$ cat src/rtl/mf3_pkg.sv
// Shared constants, types and register codes of the 3x3 median filter.
// No dependencies.
package mf3_pkg;

    localparam int PIX_W      = 8;
    localparam int MAX_WIDTH  = 1024;
    localparam int COL_W      = $clog2(MAX_WIDTH);
    localparam int EW_W       = COL_W + 1;
    localparam int WCFG_W     = 11;
    localparam int HCFG_W     = 16;
    localparam int ROW_W      = HCFG_W + 1;
    localparam int IDX_W      = EW_W + HCFG_W;
    localparam int CFG_IDX_W  = 2;
    localparam int CFG_DATA_W = 16;

    localparam logic [WCFG_W-1:0] WIDTH_RESET  = WCFG_W'(640);
    localparam logic [HCFG_W-1:0] HEIGHT_RESET = HCFG_W'(480);
    localparam logic [IDX_W-1:0]  AREA_RESET   = IDX_W'(640 * 480);

    typedef enum logic [CFG_IDX_W-1:0] {
        CFG_FRAME_WIDTH  = 2'd0,
        CFG_FRAME_HEIGHT = 2'd1
    } cfg_reg_t;

    typedef logic [2:0][2:0][PIX_W-1:0] win_t;

    typedef struct packed {
        logic             valid;
        logic             emit;
        logic             border;
        logic             last;
        logic [PIX_W-1:0] sample;
        logic [COL_W-1:0] col;
    } item_t;

    typedef struct packed {
        logic valid;
        logic border;
        logic last;
    } tag_t;

    typedef struct packed {
        logic             valid;
        logic [PIX_W-1:0] filtered;
        logic             frame_end;
    } res_t;

    typedef struct packed {
        logic             busy;
        logic             done;
        logic [IDX_W-1:0] quot;
        logic [COL_W-1:0] rem;
    } div_res_t;

endpackage

$ cat src/rtl/mf3_median.sv
// Two-step median of the 3x3 window: column sort, then merge of sorted columns.
// Depends on mf3_pkg.
module mf3_median
    import mf3_pkg::*;
(
    input  logic clk,
    input  logic rst_n,
    input  logic adv,
    input  win_t win,
    input  tag_t tag,
    output res_t res
);

    typedef struct packed {
        logic [PIX_W-1:0] hi;
        logic [PIX_W-1:0] md;
        logic [PIX_W-1:0] lo;
    } trio_t;

    function automatic logic [PIX_W-1:0] min2(input logic [PIX_W-1:0] a,
                                              input logic [PIX_W-1:0] b);
        return (a < b) ? a : b;
    endfunction

    function automatic logic [PIX_W-1:0] max2(input logic [PIX_W-1:0] a,
                                              input logic [PIX_W-1:0] b);
        return (a < b) ? b : a;
    endfunction

    function automatic logic [PIX_W-1:0] med3(input logic [PIX_W-1:0] a,
                                              input logic [PIX_W-1:0] b,
                                              input logic [PIX_W-1:0] c);
        return max2(min2(a, b), min2(max2(a, b), c));
    endfunction

    function automatic trio_t sort3(input logic [PIX_W-1:0] a,
                                    input logic [PIX_W-1:0] b,
                                    input logic [PIX_W-1:0] c);
        trio_t t;
        t.lo = min2(min2(a, b), c);
        t.hi = max2(max2(a, b), c);
        t.md = med3(a, b, c);
        return t;
    endfunction

    trio_t [2:0]      col_reg;
    logic [PIX_W-1:0] center_reg;
    tag_t             tag_reg;

    logic [PIX_W-1:0] lo_max;
    logic [PIX_W-1:0] md_med;
    logic [PIX_W-1:0] hi_min;

    always_ff @(posedge clk)
    begin
        if (adv)
        begin
            for (int j = 0; j < 3; j++)
            begin
                col_reg[j] <= sort3(win[0][j], win[1][j], win[2][j]);
            end
            center_reg <= win[1][1];
        end
    end

    always_ff @(posedge clk or negedge rst_n)
    begin
        if (!rst_n)
        begin
            tag_reg <= '0;
        end
        else if (adv)
        begin
            tag_reg <= tag;
        end
    end

    always_comb
    begin
        lo_max = max2(max2(col_reg[0].lo, col_reg[1].lo), col_reg[2].lo);
        md_med = med3(col_reg[0].md, col_reg[1].md, col_reg[2].md);
        hi_min = min2(min2(col_reg[0].hi, col_reg[1].hi), col_reg[2].hi);
        res.valid     = tag_reg.valid;
        res.frame_end = tag_reg.last;
        res.filtered  = tag_reg.border ? center_reg : med3(lo_max, md_med, hi_min);
    end

endmodule

$ cat config.mk
export PLATFORM = sky130hd
export DESIGN_NAME = mf3_median
export DESIGN_NICKNAME = d
export VERILOG_FILES = /design/src/rtl/mf3_pkg.sv /design/src/rtl/mf3_median.sv
export SDC_FILE = /design/constraint.sdc
export NUM_CORES = 1
export LEC_CHECK = 0
export BUFFER_PORTS_ARGS = -buffer_cell sky130_fd_sc_hd__buf_2
export CORE_ASPECT_RATIO = 1.25
export CORE_MARGIN = 5
export CORE_UTILIZATION = 45
export CTS_CLUSTER_SIZE = 30
export DETAILED_ROUTE_END_ITERATION = 7
export PLACE_DENSITY = 0.7
export SLEW_MARGIN = 20
export SYNTH_ARGS = -nofsm -noshare
export SYNTH_HDL_FRONTEND = slang
export SYNTH_SLANG_ARGS = --single-unit
$ cat constraint.sdc
create_clock -name clk -period 12.3 [get_ports clk]
set_input_delay 0.615 -clock clk [delete_from_list [all_inputs] [get_ports clk]]
set_output_delay 0.615 -clock clk [all_outputs]
set_load 0.05 [all_outputs]
* Word-level counts from Yosys, hierarchy flattened
Cells that the tools add are included.
** Storage, ports and cells
- Bits of input ports :: 78
- Register bits :: 83
- Word-level logic and storage cells :: 66
** Cells by class
- Muxes and demuxes :: 31
- $lt $le $gt $ge :: 22
** Operator list (number)
- 8-bit 2-to-1 mux :: 31
- 8-bit < comparator :: 22

* Logic depth before layout (Yosys ltp)
- Word-level depth :: 13
- Gate-level depth with buffers :: 54

* Worst setup path before layout
No wires, ideal clock.
- Kind :: flip-flop to output port
- From :: register col_reg[9] in the netlist's numbering
- To :: output res[4] in the netlist's numbering
- Slack :: -99 ps
- Data required time :: 11685 ps
- Stages on the path, launching flop included :: 52
- Arrival time :: 11784 ps
- Cells stage by stage :: edfxtp_1 -> ha_1 -> or4_1 -> a21o_1 -> o211ai_2 -> nand2_1 -> clkbuf_1 -> nand2_1 -> o21ai_0 -> ha_1 -> nand4_1 -> a211oi_2 -> a21oi_1 -> and3_1 -> buf_2 -> or2_1 -> buf_6 -> mux2i_1 -> [16 not listed] -> inv_1 -> ha_1 -> a21o_1 -> a21o_1 -> a21oi_1 -> nand2_1 -> o21ai_0 -> a41oi_4 -> mux2_4 -> ha_1 -> a21o_1 -> a21oi_1 -> nor2b_1 -> nor3_1 -> o21ai_0 -> a21boi_1 -> buf_4 -> o311ai_1
** RTL lines
- from (decl) :: RTL line mf3_median.sv:46 : trio_t [2:0] col_reg;
- from (signal, indexed assignment) :: RTL line mf3_median.sv:60 : col_reg[j] <= sort3(win[0][j], win[1][j], win[2][j]);
- to (decl) :: RTL line mf3_median.sv:11 : output res_t res

==> impl_metrics.tcl <==
set metrics [dict create \
    status "complete, no violations" \
    numCtsBuffers 9 \
    crit_buf_inv 4 \
    largest_register_ffs 72 \
    crit_path_start_kind "register" \
    tightest_slew_ns 1.018 \
    crit_type "reg -> out" \
    fp-row-count 61 \
    fin_cells 1521 \
    period_share_pct 95.26 \
    slowest_delay_ns 0.50 \
    die_w_microns 143.3 \
    drtIter0Drc 703 \
    nNetsFinal 1462 \
    grt_pass1_wl_mm 42.28 \
    clk-insertion-delay-late_ns 0.34 \
    die_h_microns 176.6 \
    min_period_ns 11.72 \
    coreArea_sq_um 22060 \
    cts_hold_buf 0 \
    yosysTopAreaCell "edfxtp_1" \
    htree_levels 3 \
    port_buffers 87 \
    start_util_pct 45.32 \
    synth_nets 1366 \
    yosysSeqAreaShare_pct 24.78 \
    place_area_sq_um 10760 \
    wl_per_cell_microns 17.72 \
    synth_edf_count 80 \
    cpMaxStageDelayCell "or4_1" \
    grt_pass1_vias 8519 \
    synth_top_area_share_pct 24.03 \
    cp.required_ns 11.69 \
    dp_hpwl_mm 22.06 \
    via_count 8865 \
    finalHoldViolations 0 \
    firstDrtPassIters 5 \
    synth_area_sq_um 9997 \
    relSlewSlack_pct 32.13 \
    synth_cell_types 87 \
    cpMostUsedCell "a21o_1" \
    synth_top_flop_cell "edfxtp_1" \
    synthTopCellsByArea "edfxtp_1 (24%), ha_1 (19%), mux2_2 (6.5%)" \
    grt_antenna_before_repair 0 \
    cts_tree "built" \
    areaGrowthSynthToFinish_pct 12.20 \
    grt_usage_pct 20.85 \
    synth_cells 1137 \
    synth.most_common_cell "ha_1" \
    clock-sinks 83 \
    cp_top_family "compound AO/OA/AOI/OAI gates" \
    dieArea_sq_um 25320 \
    cp_max_fo 17 \
    globalplace.congestion 0.9569 \
    ys_warn_count 0 \
    arrival_ns 11.10 \
    grt_overflow 0 \
    ios 88 \
    drt_wl_total_mm 26.95 \
    skew_ns 0 \
    postRouteAntennaNets 0 \
    fmax_mhz 85.34 \
    routed_via_density 5.828 \
    drive_gt1_share_pct 19.22 \
    holdCritPathClass "in -> async" \
    slew_viol_final 0 \
    dp_cells 1491 \
    ys_ff_latch 83 \
    synth_top_cells_by_count "ha_1 (151), inv_1 (133), nor2_1 (85)" \
    max_cap_viol_count 0 \
    antenna_cells 0 \
    final_area_sq_um 11220 \
    cts_buffer_depth 2 \
    postLayoutCoreUtil_pct 50.85 \
    clk_pin_slew_ns 0.06 \
    crit_path_end_kind "primary output" \
    async_reset_ff_share_pct 3.614 \
    grt_max_degree 83 \
    clock_tree.root_cell "clkbuf_16" \
    drc_errors 0 \
    setup_viol 0 \
    fin_hold_ws_ns 0.04975 \
    synth.avg_cell_area_sq_um 8.793 \
]
[metal layers]
layer  vias up  wire (microns)  share of wire [%]  GRT usage [%]
met4         0            1019                3.8          8.438
met5         -               0                  0              0
li1       4416               -                  -              -
met1      4111           11130                 41          25.24
met2       273           13740                 51          37.75
met3        65            1061                3.9          1.838
[per-stage QoR]
stage	worst slack [ns]	TNS, ns
final	0.5828	0
after global routing	-0.03548	-0.1307
after CTS	0.08211	0
after detailed placement	0.1116	0
after global placement	0.3834	0
after floorplan	-0.09865	-0.2472
[path summary, 6_finish.rpt]
path / endpoint / slack, ns / cells past startpoint / startpoint
setup reg to reg: tag_reg[1] / 11.07 / 2 / tag_reg[1]
min in group clk: center_reg[6] / 0.47 / 1 / win[38]
setup / recovery: res[4] / 0.58 / 48 / col_reg[10]
hold / removal: res[9] / 0.05 / 1 / rst_n
hold reg to reg: res[0] / 0.50 / 1 / res[0]
max in group asynchronous: tag_reg[1] / 12.15 / 1 / rst_n
[final cells by class]
class / instances / area, sq um
tap: 283 / 354.1
clock buffer: 9 / 225.2
fill: 2032 / 10840
timing repair buffer: 118 / 674.4
multi-input combinational: 887 / 6938
clock inverter: 7 / 45.04
sequential: 83 / 2477
inverter: 134 / 503.0
[logic make-up (layout without fill, tap and decap cells)]
group	after synthesis	after routing	synth area share, %
AOI/OAI and AO/OA	313	313	21.78
adders and majority gates	151	151	18.90
buffers and inverters	167	268	6.596
muxes	125	125	13.47
and+or+nand+nor	298	298	14.48
DFF	83	83	24.78
[layout by cell type (no fill, tap or decap), drive strengths merged, types with 11 or more instances in the layout]
| cell type | count |
|---|---|
| ha | 151 |
| inv | 133 |
| buf | 117 |
| nor2 | 86 |
| nand2 | 83 |
| edfxtp | 80 |
| o21ai | 79 |
| a21oi | 72 |
| mux2i | 65 |
| mux2 | 60 |
| a21o | 35 |
| nand3 | 26 |
| nor3 | 21 |
| a211oi | 19 |
| o21a | 17 |
| nand2b | 13 |
| a31oi | 12 |
| o221ai | 11 |
[what timing repair did]
action,CTS,global route
resized for setup,3,22
setup endpoints to repair,7,8
buffers inserted,3,10
pin swaps,0,4
Power is left out: the tool's default activity adds up to more than one toggle a clock period on the data nets, which glitch-free logic cannot reach.
