**config.mk**
```make
export PLATFORM = sky130hd
export DESIGN_NAME = mf3_div
export DESIGN_NICKNAME = d
export VERILOG_FILES = /design/src/rtl/mf3_pkg.sv /design/src/rtl/mf3_div.sv
export SDC_FILE = /design/constraint.sdc
export NUM_CORES = 1
export LEC_CHECK = 0
export ABC_AREA = 1
export BUFFER_PORTS_ARGS = -buffer_cell sky130_fd_sc_hd__buf_4
export CORE_ASPECT_RATIO = 0.7
export CORE_MARGIN = 1
export CORE_UTILIZATION = 25
export CTS_BUF_LIST = sky130_fd_sc_hd__clkbuf_2
export CTS_CLUSTER_SIZE = 10
export DETAILED_ROUTE_END_ITERATION = 6
export GPL_TIMING_DRIVEN = 0
export PLACE_DENSITY = 0.44
export SYNTH_ARGS = -nofsm -noshare
export SYNTH_HDL_FRONTEND = slang
export SYNTH_SLANG_ARGS = --single-unit
```
**constraint.sdc**
```tcl
create_clock -name clk -period 1.9 [get_ports clk]
set_input_delay 0 -clock clk [delete_from_list [all_inputs] [get_ports clk]]
set_output_delay 0 -clock clk [all_outputs]
set_load 0.05 [all_outputs]
```
**src/rtl/mf3_pkg.sv**
```systemverilog
// Shared constants, types and register codes of the 3x3 median filter.
// No dependencies.
package mf3_pkg;

    localparam int PIX_W      = 8;
    localparam int MAX_WIDTH  = 1024;
    localparam int COL_W      = $clog2(MAX_WIDTH);
    localparam int EW_W       = COL_W + 1;
    localparam int WCFG_W     = 11;
    localparam int HCFG_W     = 16;
    localparam int ROW_W      = HCFG_W + 1;
    localparam int IDX_W      = EW_W + HCFG_W;
    localparam int CFG_IDX_W  = 2;
    localparam int CFG_DATA_W = 16;

    localparam logic [WCFG_W-1:0] WIDTH_RESET  = WCFG_W'(640);
    localparam logic [HCFG_W-1:0] HEIGHT_RESET = HCFG_W'(480);
    localparam logic [IDX_W-1:0]  AREA_RESET   = IDX_W'(640 * 480);

    typedef enum logic [CFG_IDX_W-1:0] {
        CFG_FRAME_WIDTH  = 2'd0,
        CFG_FRAME_HEIGHT = 2'd1
    } cfg_reg_t;

    typedef logic [2:0][2:0][PIX_W-1:0] win_t;

    typedef struct packed {
        logic             valid;
        logic             emit;
        logic             border;
        logic             last;
        logic [PIX_W-1:0] sample;
        logic [COL_W-1:0] col;
    } item_t;

    typedef struct packed {
        logic valid;
        logic border;
        logic last;
    } tag_t;

    typedef struct packed {
        logic             valid;
        logic [PIX_W-1:0] filtered;
        logic             frame_end;
    } res_t;

    typedef struct packed {
        logic             busy;
        logic             done;
        logic [IDX_W-1:0] quot;
        logic [COL_W-1:0] rem;
    } div_res_t;

endpackage

```
**src/rtl/mf3_div.sv**
```systemverilog
// Restoring divider that rebuilds the output row and column after a register write.
// Depends on mf3_pkg.
module mf3_div
    import mf3_pkg::*;
(
    input  logic             clk,
    input  logic             rst_n,
    input  logic             start,
    input  logic [IDX_W-1:0] dividend,
    input  logic [EW_W-1:0]  divisor,
    output div_res_t         res
);

    localparam int CNT_W = $clog2(IDX_W);

    logic             active_reg;
    logic             done_reg;
    logic [CNT_W-1:0] count_reg;
    logic [EW_W-1:0]  rem_reg;
    logic [IDX_W-1:0] quo_reg;

    logic [EW_W:0]    trial;
    logic             fits;

    assign trial = {rem_reg, quo_reg[IDX_W-1]};
    assign fits  = trial >= {1'b0, divisor};

    always_ff @(posedge clk or negedge rst_n)
    begin
        if (!rst_n)
        begin
            active_reg <= 1'b0;
            done_reg   <= 1'b0;
            count_reg  <= '0;
            rem_reg    <= '0;
            quo_reg    <= '0;
        end
        else if (start)
        begin
            active_reg <= 1'b1;
            done_reg   <= 1'b0;
            count_reg  <= '0;
            rem_reg    <= '0;
            quo_reg    <= dividend;
        end
        else
        begin
            done_reg <= 1'b0;
            if (active_reg)
            begin
                rem_reg   <= fits ? EW_W'(trial - {1'b0, divisor}) : trial[EW_W-1:0];
                quo_reg   <= {quo_reg[IDX_W-2:0], fits};
                count_reg <= count_reg + 1'b1;
                if (count_reg == CNT_W'(IDX_W - 1))
                begin
                    active_reg <= 1'b0;
                    done_reg   <= 1'b1;
                end
            end
        end
    end

    assign res.busy = active_reg;
    assign res.done = done_reg;
    assign res.quot = quo_reg;
    assign res.rem  = rem_reg[COL_W-1:0];

endmodule

```
**After elaboration in Yosys (flattened, before gate mapping)**

Cells that the tools add are included.

- Register bits after elaboration: 45
- Input bits: 41
- Output and inout port bits: 39

- Add/sub/neg operators: 2
- Reduce and logical (&&, ||, !) cells: 1
- Mux-type cells: 13
- Order comparisons: 1
- Equal/unequal tests: 1

Operators with widths:

| kind | count |
|---|---|
| 2-to-1 mux 27 bit | 2 |
| 2-to-1 mux 11 bit | 3 |
| greater-or-equal comparator 12 x 11 -> 1 bit | 1 |
| subtractor 11 bit | 1 |
| 2-to-1 mux 5 bit | 2 |
| 2-to-1 mux 1 bit | 6 |
| adder 5 x 1 -> 5 bit, second input constant | 1 |
| equality test 5 bit, second input constant | 1 |
| nonzero test 2 bit | 1 |

**Depth between registers and ports, before layout**

Gate-level depths: netlist (run 1).

- Word-level depth: 4
- Depth in mapped cells: 14
- Gate-level depth less buffers: 14

**Worst setup path before layout (run 1)**

Ideal clock, no wire load.

- Path kind: reg-to-reg
- From: reg quo_reg[26]
- To: reg quo_reg[0]
- Arrival: 2.101 ns
- Period minus slack after synthesis: 2.233 ns
- Slack: -0.333 ns
- Library setup time: 0.132 ns
- Cell stages (with the launch flop): 14
- Path buffers: 1
- Cells stage by stage: dfrtp_1 inv_1 ha_1 inv_1 fa_1 nand2_1 nand2_1 nand2_1 nand2_1 nand2_4 nand3_4 buf_6 nor2_1 o22ai_1

- Longest elaborated chain between the ends: 3

Ends and longest elaborated chain:

| item | RTL line | text |
|---|---|---|
| start: declaration | mf3_div.sv:20 | `logic [IDX_W-1:0] quo_reg;` |
| start signal: assignment | mf3_div.sv:44 | `quo_reg <= dividend;` |
| start signal: assignment | mf3_div.sv:52 | `quo_reg <= {quo_reg[IDX_W-2:0], fits};` |
| greater-or-equal comparator 12 x 11 -> 1 bit | mf3_div.sv:26 | `assign fits = trial >= {1'b0, divisor};` |
| 2-to-1 mux 27 bit | mf3_div.sv:49 | `if (active_reg)` |
| 2-to-1 mux 27 bit | mf3_div.sv:38 | `else if (start)` |

No other way between the ends. The select of a mux whose other input is x is not followed.
A chain may end at the register's enable or synchronous reset.

**Worst setup path after layout (run 1)**

Ends and elaborated chain as after synthesis.

==> results.toml, run 1 <==
[outcome]
status = "finished with violations"
failed_checks = "setup timing"

[setup_path]
cpLargestDelayFamily = "simple AND/OR/NAND/NOR gates"
path_cells = "inv_2 > ha_4 > inv_4 > fa_2 > nand2_2 > nand2_2 > nand2_2 > nand2_2 > nand2_4 > nand3_4 > buf_12 > nor2_4 > o22ai_2"
crit_buf_inv = 3
criticalPathCategory = "flop to flop"
r2r_slack_ps = -120
cp_max_fo = 5
cpMaxStageDelayCell = "dfrtp_2"
max_stage_delay_ps = 470
worstReg2RegStart = "quo_reg[26]"
timing.rr.end = "quo_reg[0]"
worstPathRequired_ps = 2230
critPathLaunchType = "flop"
endpoint_kind = "flop"
r2r.worst_path.cells = 13
cpMostUsedCell = "nand2_2"
cp.arrival_ps = 2340

[route]
highest_layer = "met4"
drtIter0Drc = 99
routedWlPerCell_um = 13.1
vias = 2900
wl_met2_um = 3600
dr_wl_met3_um = 352
wl_um = 8870
antenna_left = 0
wl_met1_um = 4900
drt-pass1-iter-count = 4
remaining_drc_errors = 0
viasPerCell = 4.26

[timing]
whs_ps = 66.2
clock.fmax_mhz = 496
tightestPinTransition_ps = 613
maxSlewViolCount = 0
tns_ps = -842
rsz0062_at_grt = "yes"
fin_worst_skew_ps = 13.0
fin_crit_ps = 2020
maxSlewHeadroom = 0.592
fin_ws_ps = -115
final-hold-violation-count = 0
setup_viol = 12
min_period_over_period = 1.06

[synthesis]
synth_simple_gate_area_frac = 0.299
synth_warnings = 0
ys_seq_elements = 45
synth-compound-area-share = 0.109
synth_top_family_by_area = "simple AND/OR/NAND/NOR gates"
synthMuxAreaShare = 0
yosysUniqueCellTypes = 32
synthCells = 391
yosysSeqAreaShare = 0.383
synth_xor_xnor_area_share = 0.00893
synthesis.nets = 446
synth.cell_area_um2 = 2940
avgSynthCellArea_um2 = 7.53
synthAdderAreaFrac = 0.0621

[floorplanning]
io_pins = 80
dieArea_um2 = 12200
initial_core_util = 0.262
rows = 32
core_um2 = 11300
die_h_um = 92.8
die_w_um = 132

[cells_and_area]
final_cell_mix = "nand2_1 (119), buf_4 (107), inv_1 (61), dfrtp_1 (43), dlygate4sd3_1 (31)"
syn2layout_area_growth_pct = 49.1
layout.nets = 581
drive_gt1_frac = 0.319
fill_cells = 1207
final_common_cell = "nand2_1"
largest_register_ffs = 27
antenna_cells = 0

[placement]
place.gp.congestion = 0.771
place_ws_ps = -241
hpwl_um = 6340
io_buffers = 78

[grt]
grt_first_pass_wirelength_um = 14100
grt.overflow.total = 0
grt_pass1_vias = 2726
track_usage = 0.146
antenna_found_initial = 0
grt_max_degree = 46

[pwr]
switching_share = 0.486
switchingPower_w = 0.00248
power.density_nw_per_um2 = 1160
ir_drop_v = 0.000532
p_seq_frac = 0.263
power_frac_comb = 0.654
p_leak_nw = 2.35
internal_power_w = 0.00262
clockPowerShare = 0.083

[flow_run]
max_cap_viol_count = 0

[cts]
cts_buffers = 5
insertion_delay_ps = 430
cts_buffer_depth = 2
clock_sinks = 45
cts_max_level = 2
cts_tree = "done"
clkTransAtPathRegs_ps = 230
cts_root_buf = "clkbuf_2"

[min_path]
hp-class = "primary input to asynchronous set/reset pin"
[power groups by stage]
stage               Sequential [W]  Clock [W]  Combinational, W
finish                     0.00134   0.000425           0.00333
CTS                        0.00134   0.000453           0.00314
floorplan                  0.00151          0           0.00188
detailed placement         0.00136          0           0.00274
global route               0.00137   0.000489           0.00363
global placement           0.00136          0           0.00272
[cell usage after synthesis]
cell type,n,share of area
buf_6,3,0.011
or2_1,1,0.0021
dfrtp_1,45,0.38
ha_1,13,0.055
inv_1,63,0.080
nor2_2,2,0.0043
nor2_1,13,0.017
a221oi_1,1,0.0030
o21ai_1,2,0.0034
o22ai_1,1,0.0021
o211ai_1,7,0.018
o21ai_2,1,0.0030
xor2_1,2,0.0060
nand4_1,12,0.026
fa_1,1,0.0068
nand2_1,128,0.16
inv_2,1,0.0013
nand3_2,7,0.024
buf_2,2,0.0034
nand2_2,4,0.0085
nand2_4,2,0.0077
xnor2_1,1,0.0030
a21oi_4,1,0.0055
a22oi_1,19,0.048
a21oi_1,6,0.010
nor3_1,2,0.0034
buf_4,13,0.033
nand3_4,1,0.0060
clkbuf_1,7,0.0089
nand3_1,20,0.034
o21ai_0,9,0.015
nor2_4,1,0.0038
[cells by family (layout without fill, tap and decap cells)]
family          count (synthesis)  count (layout)
flops                          45              45
compound gates                 47              47
fa+ha+maj                      14              14
xor+xnor                        3               3
buf+inv                        89             225
simple gates                  193             193
[area by class of cell]
cell class | instances | area [um2] | share of cell area
repair buffers | 128 | 1070 | 0.245
well taps | 153 | 191 | 0.0436
inverters | 64 | 243 | 0.0553
multi-input cells | 257 | 1530 | 0.349
clock inverters | 2 | 10.0 | 0.00228
plain buffers | 25 | 176 | 0.0402
flip-flops and latches | 45 | 1130 | 0.257
clock buffers | 6 | 30.0 | 0.00685
[per-layer routing]
layer,vias up,track usage
met5,-,0
met4,0,0.0203
met3,4,0.0317
met2,50,0.213
met1,1341,0.221
li1,1505,-
[stage by stage]
stage / total power [W] / area (um2) / util / std cells
final: 0.00510 / 4390 / 0.390 / 680
after floorplan: 0.00339 / 2970 / - / 391
after CTS: 0.00493 / 4260 / 0.379 / 672
after global placement: 0.00408 / 3740 / 0.333 / 622
after global routing: 0.00548 / 4390 / 0.390 / 680
after detailed placement: 0.00409 / 3740 / 0.333 / 622
[what timing repair did]
action | CTS | global route
gates resized for setup | 14 | 13
hold buffers | 31 | 0
endpoints found under the setup margin | 12 | 12
buffers inserted | 11 | 8
hold endpoints to repair | 73 | 0
cloned | 1 | 0
pin swaps | 7 | 9
[worst max-delay path by stage]
stage / from / end / slack, ps / cells past startpoint
final: quo_reg[26] / quo_reg[0] / -120 / 13
after global routing: quo_reg[26] / rem_reg[2] / -240 / 14
after CTS: quo_reg[26] / quo_reg[0] / -140 / 13
after detailed placement: quo_reg[26] / quo_reg[0] / -240 / 13
after global placement: quo_reg[26] / quo_reg[0] / -230 / 13
after floorplan: quo_reg[26] / quo_reg[0] / -120 / 13
Note: power is estimated with default switching activity, not from simulation.
==> run 2: changes to the inputs <==
--- a/config.mk
+++ b/config.mk
@@ -9,12 +9,13 @@
 export BUFFER_PORTS_ARGS = -buffer_cell sky130_fd_sc_hd__buf_4
 export CORE_ASPECT_RATIO = 0.7
 export CORE_MARGIN = 1
-export CORE_UTILIZATION = 25
+export CORE_UTILIZATION = 49
 export CTS_BUF_LIST = sky130_fd_sc_hd__clkbuf_2
 export CTS_CLUSTER_SIZE = 10
 export DETAILED_ROUTE_END_ITERATION = 6
 export GPL_TIMING_DRIVEN = 0
-export PLACE_DENSITY = 0.44
+export PLACE_DENSITY = 0.76
+export SKIP_CTS_REPAIR_TIMING = 1
 export SYNTH_ARGS = -nofsm -noshare
 export SYNTH_HDL_FRONTEND = slang
 export SYNTH_SLANG_ARGS = --single-unit
==> results.toml, run 2 (synthesis results as in run 1) <==
[setup_path]
max_stage_delay_ps = 470
r2r.worst_path.cells = 13
cpMostUsedCell = "nand2_2"
cpMaxStageDelayCell = "dfrtp_2"
worstPathRequired_ps = 2210
cp_max_fo = 6
criticalPathCategory = "flop to flop"
path_cells = "inv_2 > ha_4 > inv_4 > fa_2 > nand2_2 > nand2_2 > nand2_2 > nand2_2 > nand2_4 > nand3_4 > clkbuf_16 > nor2_1 > o22ai_1"
critPathLaunchType = "flop"
cp.arrival_ps = 2430
endpoint_kind = "flop"

[route]
drt-pass1-iter-count = 4
routedWlPerCell_um = 13.4
vias = 2945
wl_um = 7900
remaining_drc_errors = 0
drtIter0Drc = 157
viasPerCell = 5.00
antenna_left = 0

[cts]
cts_buffer_depth = 2
cts_root_buf = "clkbuf_2"
clock_sinks = 45
cts_max_level = 2
cts_tree = "done"
insertion_delay_ps = 400
cts_buffers = 5
clkTransAtPathRegs_ps = 230

[timing]
maxSlewHeadroom = 0.622
final-hold-violation-count = 0
rsz0062_at_grt = "yes"
min_period_over_period = 1.12
maxSlewViolCount = 0
fin_crit_ps = 2120
tightestPinTransition_ps = 567
fin_worst_skew_ps = 12.5
setup_viol = 12
clock.fmax_mhz = 472
fin_ws_ps = -220

[outcome]
failed_checks = "setup timing"
status = "finished with violations"

[placement]
placed_area_um2 = 3650
io_buffers = 78
hpwl_um = 5560
place.gp.congestion = 0.861

[floorplanning]
initial_core_util = 0.511
die_h_um = 66.8
rows = 23
core_um2 = 5760
die_w_um = 94.6
dieArea_um2 = 6320
io_pins = 80

[cells_and_area]
antenna_cells = 0
drive_gt1_frac = 0.288
syn2layout_area_growth_pct = 41.0
final_common_cell = "nand2_1"
fin_area_um2 = 4150
post-route-util = 0.721
final_cell_mix = "nand2_1 (123), buf_4 (97), inv_1 (61), dfrtp_1 (44), dlygate4sd3_1 (29)"
layout.nets = 568
largest_register_ffs = 27

[pwr]
p_total_w = 0.00487
p_leak_nw = 2.28
ir_drop_v = 0.000642
power.density_nw_per_um2 = 1170

[grt]
antenna_found_initial = 0
track_usage = 0.238
grt_pass1_vias = 2504
grt.overflow.total = 0
grt_first_pass_wirelength_um = 11700
grt_max_degree = 46

[flow_run]
max_cap_viol_count = 0

[min_path]
hold_depth = 3
hp-class = "primary input to flop"
run 2: changes by cell type in the layout (fill, tap and decap cells not counted), sizes merged:
cell	previous run	this run
dlygate4sd3	31	29
clkinv	2	3
buf	115	103
run 2: layout make-up:
class | count | area [um2]
Buffer | 25 | 176
Clock buffer | 5 | 25.0
Clock inverter | 3 | 17.5
Fill cell | 474 | 1610
Inverter | 64 | 243
Multi-Input combinational cell | 257 | 1500
Sequential cell | 45 | 1130
Tap cell | 75 | 93.8
Timing Repair Buffer | 115 | 966
run 2: critical path, delay by kind of cell, from the launching register on:
| kind | cells | cell delay (ps) |
|---|---|---|
| compound gates | 1 | 70 |
| fa+ha+maj | 2 | 550 |
| buf+inv | 3 | 330 |
| flops | 1 | 470 |
| simple gates | 7 | 600 |
run 2: power breakdown:
part           internal, W  switching (W)
Sequential         0.00114       0.000197
Combinational      0.00124        0.00189
Clock            0.0000875       0.000312
run 2: path summary, 6_finish.rpt:
path                                to   startpoint  slack, ps
max reg2reg                 quo_reg[0]  quo_reg[26]       -220
max                         quo_reg[0]  quo_reg[26]       -220
min reg2reg                quo_reg[11]  quo_reg[10]        540
max in group asynchronous  quo_reg[26]        rst_n       1390
min in group asynchronous   rem_reg[9]        rst_n        100
min                         quo_reg[7]        start          5
run 2: per-layer routing:
metal,track usage,share of wire,vias to the layer above
met3,0.0468,0.050,2
met1,0.362,0.47,1384
met4,0.0398,0.0023,0
met2,0.350,0.48,78
li1,-,-,1481
met5,0,0,-
run 2: metrics by stage:
stage	worst slack, ps	TNS, ps	hold slack [ps]	cells
floorplan	-119	-717	-296	391
global placement	-184	-1350	34.7	544
detailed placement	-187	-1440	35.1	544
CTS	-198	-1980	-453	552
global route	-298	-3030	4.13	589
finish	-220	-1960	5.35	589
==> run 3: changes to the inputs <==
--- a/config.mk
+++ b/config.mk
@@ -14,6 +14,7 @@
 export CTS_CLUSTER_SIZE = 10
 export DETAILED_ROUTE_END_ITERATION = 6
 export GPL_TIMING_DRIVEN = 0
+export HOLD_SLACK_MARGIN = 0.08
 export PLACE_DENSITY = 0.76
 export SKIP_CTS_REPAIR_TIMING = 1
 export SYNTH_ARGS = -nofsm -noshare
==> constraint.sdc (replaced) <==
create_clock -name clk -period 1.9 [get_ports clk]
set_input_delay 0 -clock clk [delete_from_list [all_inputs] [get_ports clk]]
set_output_delay 0 -clock clk [all_outputs]
set_load 0.01 [all_outputs]
==> results.toml, run 3 (synthesis results as in run 1) <==
[floorplanning]
die_h_um = 66.8
core_um2 = 5760
rows = 23
initial_core_util = 0.511
dieArea_um2 = 6320
io_pins = 80
die_w_um = 94.6

[setup_path]
cp.arrival_ps = 2440
cpMostUsedCell = "nand2_2"
max_stage_delay_ps = 450
r2r.worst_path.cells = 14
path_cells = "inv_2 > ha_4 > inv_4 > fa_2 > nand2_2 > nand2_2 > nand2_2 > nand2_2 > nand2_4 > nand3_4 > clkbuf_16 > nand2_4 > nand3_2 > nand2_1"
cpLargestDelayFamily = "simple AND/OR/NAND/NOR gates"
cp_max_fo = 5
worstReg2RegStart = "quo_reg[26]"
worstPathRequired_ps = 2250
critPathLaunchType = "flop"
cpMaxStageDelayCell = "dfrtp_1"
endpoint_kind = "flop"
criticalPathCategory = "flop to flop"
timing.rr.end = "rem_reg[3]"
r2r_slack_ps = -180
crit_buf_inv = 3

[cts]
cts_max_level = 2
clkTransAtPathRegs_ps = 220
clock_sinks = 45
cts_tree = "done"
cts_buffers = 5
cts_root_buf = "clkbuf_2"
insertion_delay_ps = 410
cts_buffer_depth = 2

[cells_and_area]
final_common_cell = "nand2_1"
layout.nets = 572
drive_gt1_frac = 0.284
final_cell_mix = "nand2_1 (123), buf_4 (99), inv_1 (61), dfrtp_1 (45), dlygate4sd3_1 (31)"
fin_cells = 593
antenna_cells = 0
largest_register_ffs = 27
syn2layout_area_growth_pct = 42.0
fin_area_um2 = 4180

[timing]
maxSlewViolCount = 0
final-hold-violation-count = 0
fin_crit_ps = 2080
fin_worst_skew_ps = 19.1
min_period_over_period = 1.10
rsz0062_at_grt = "yes"
fin_ws_ps = -182
clock.fmax_mhz = 480
setup_viol = 12
tightestPinTransition_ps = 558
maxSlewHeadroom = 0.628
whs_ps = 88.5

[pwr]
internal_power_w = 0.00262
clockPowerShare = 0.115
p_seq_frac = 0.295
ir_drop_v = 0.000601
p_total_w = 0.00455
power.density_nw_per_um2 = 1090
power_frac_comb = 0.591
switchingPower_w = 0.00193
switching_share = 0.424
p_leak_nw = 2.31

[route]
antenna_left = 0
dr_wl_met3_um = 450
routedWlPerCell_um = 14.1
drtIter0Drc = 230
highest_layer = "met4"
wl_met1_um = 3950
remaining_drc_errors = 0
drt-pass1-iter-count = 5
viasPerCell = 5.04
vias = 2989
wl_met2_um = 3870
wl_um = 8380

[placement]
hpwl_um = 5550
dpl.cell_count = 544
place_ws_ps = -289
io_buffers = 78
placed_area_um2 = 3630
place.gp.congestion = 0.814

[grt]
grt_pass1_vias = 2376
track_usage = 0.232
antenna_found_initial = 0
grt.overflow.total = 0
grt_first_pass_wirelength_um = 11200
grt_max_degree = 46

[outcome]
status = "finished with violations"
failed_checks = "setup timing"

[flow_run]
max_cap_viol_count = 0

[min_path]
hp-class = "primary input to asynchronous set/reset pin"
run 3: worst max path at each step:
stage                     start          to  slack [ps]  depth (start not counted)
floorplan           quo_reg[26]  quo_reg[0]         -30                         13
CTS                 quo_reg[26]  quo_reg[0]        -310                         13
detailed placement  quo_reg[26]  quo_reg[0]        -290                         13
finish              quo_reg[26]  rem_reg[3]        -180                         14
global route        quo_reg[26]  rem_reg[4]        -230                         14
global placement    quo_reg[26]  quo_reg[0]        -220                         13
run 3: area by class of cell:
cell class,count,area [um2]
buffer,25,176
clock buffer,6,30.0
clock inverter,2,33.8
fill,448,1580
inverter,64,243
multi-input combinational,257,1480
sequential,45,1130
tap,75,93.8
timing repair buffer,119,1000
run 3: power groups by stage:
stage / registers [W] / logic, W / clock network (W)
floorplan: 0.00132 / 0.00159 / 0
global placement: 0.00134 / 0.00218 / 0
detailed placement: 0.00134 / 0.00223 / 0
CTS: 0.00133 / 0.00223 / 0.000524
global route: 0.00136 / 0.00293 / 0.000568
finish: 0.00134 / 0.00269 / 0.000522
run 3: routing by layer:
layer  up-vias  GRT usage
met5         -          0
met3        12     0.0411
met2       106      0.337
li1       1493          -
met1      1378      0.359
met4         0     0.0417
run 3: per-stage QoR:
step	utilization	setup TNS [ps]
after global placement	0.631	-1770
after CTS	0.642	-3180
after global routing	0.726	-2640
after detailed placement	0.631	-2400
final	0.726	-1920
after floorplan	-	-25.7
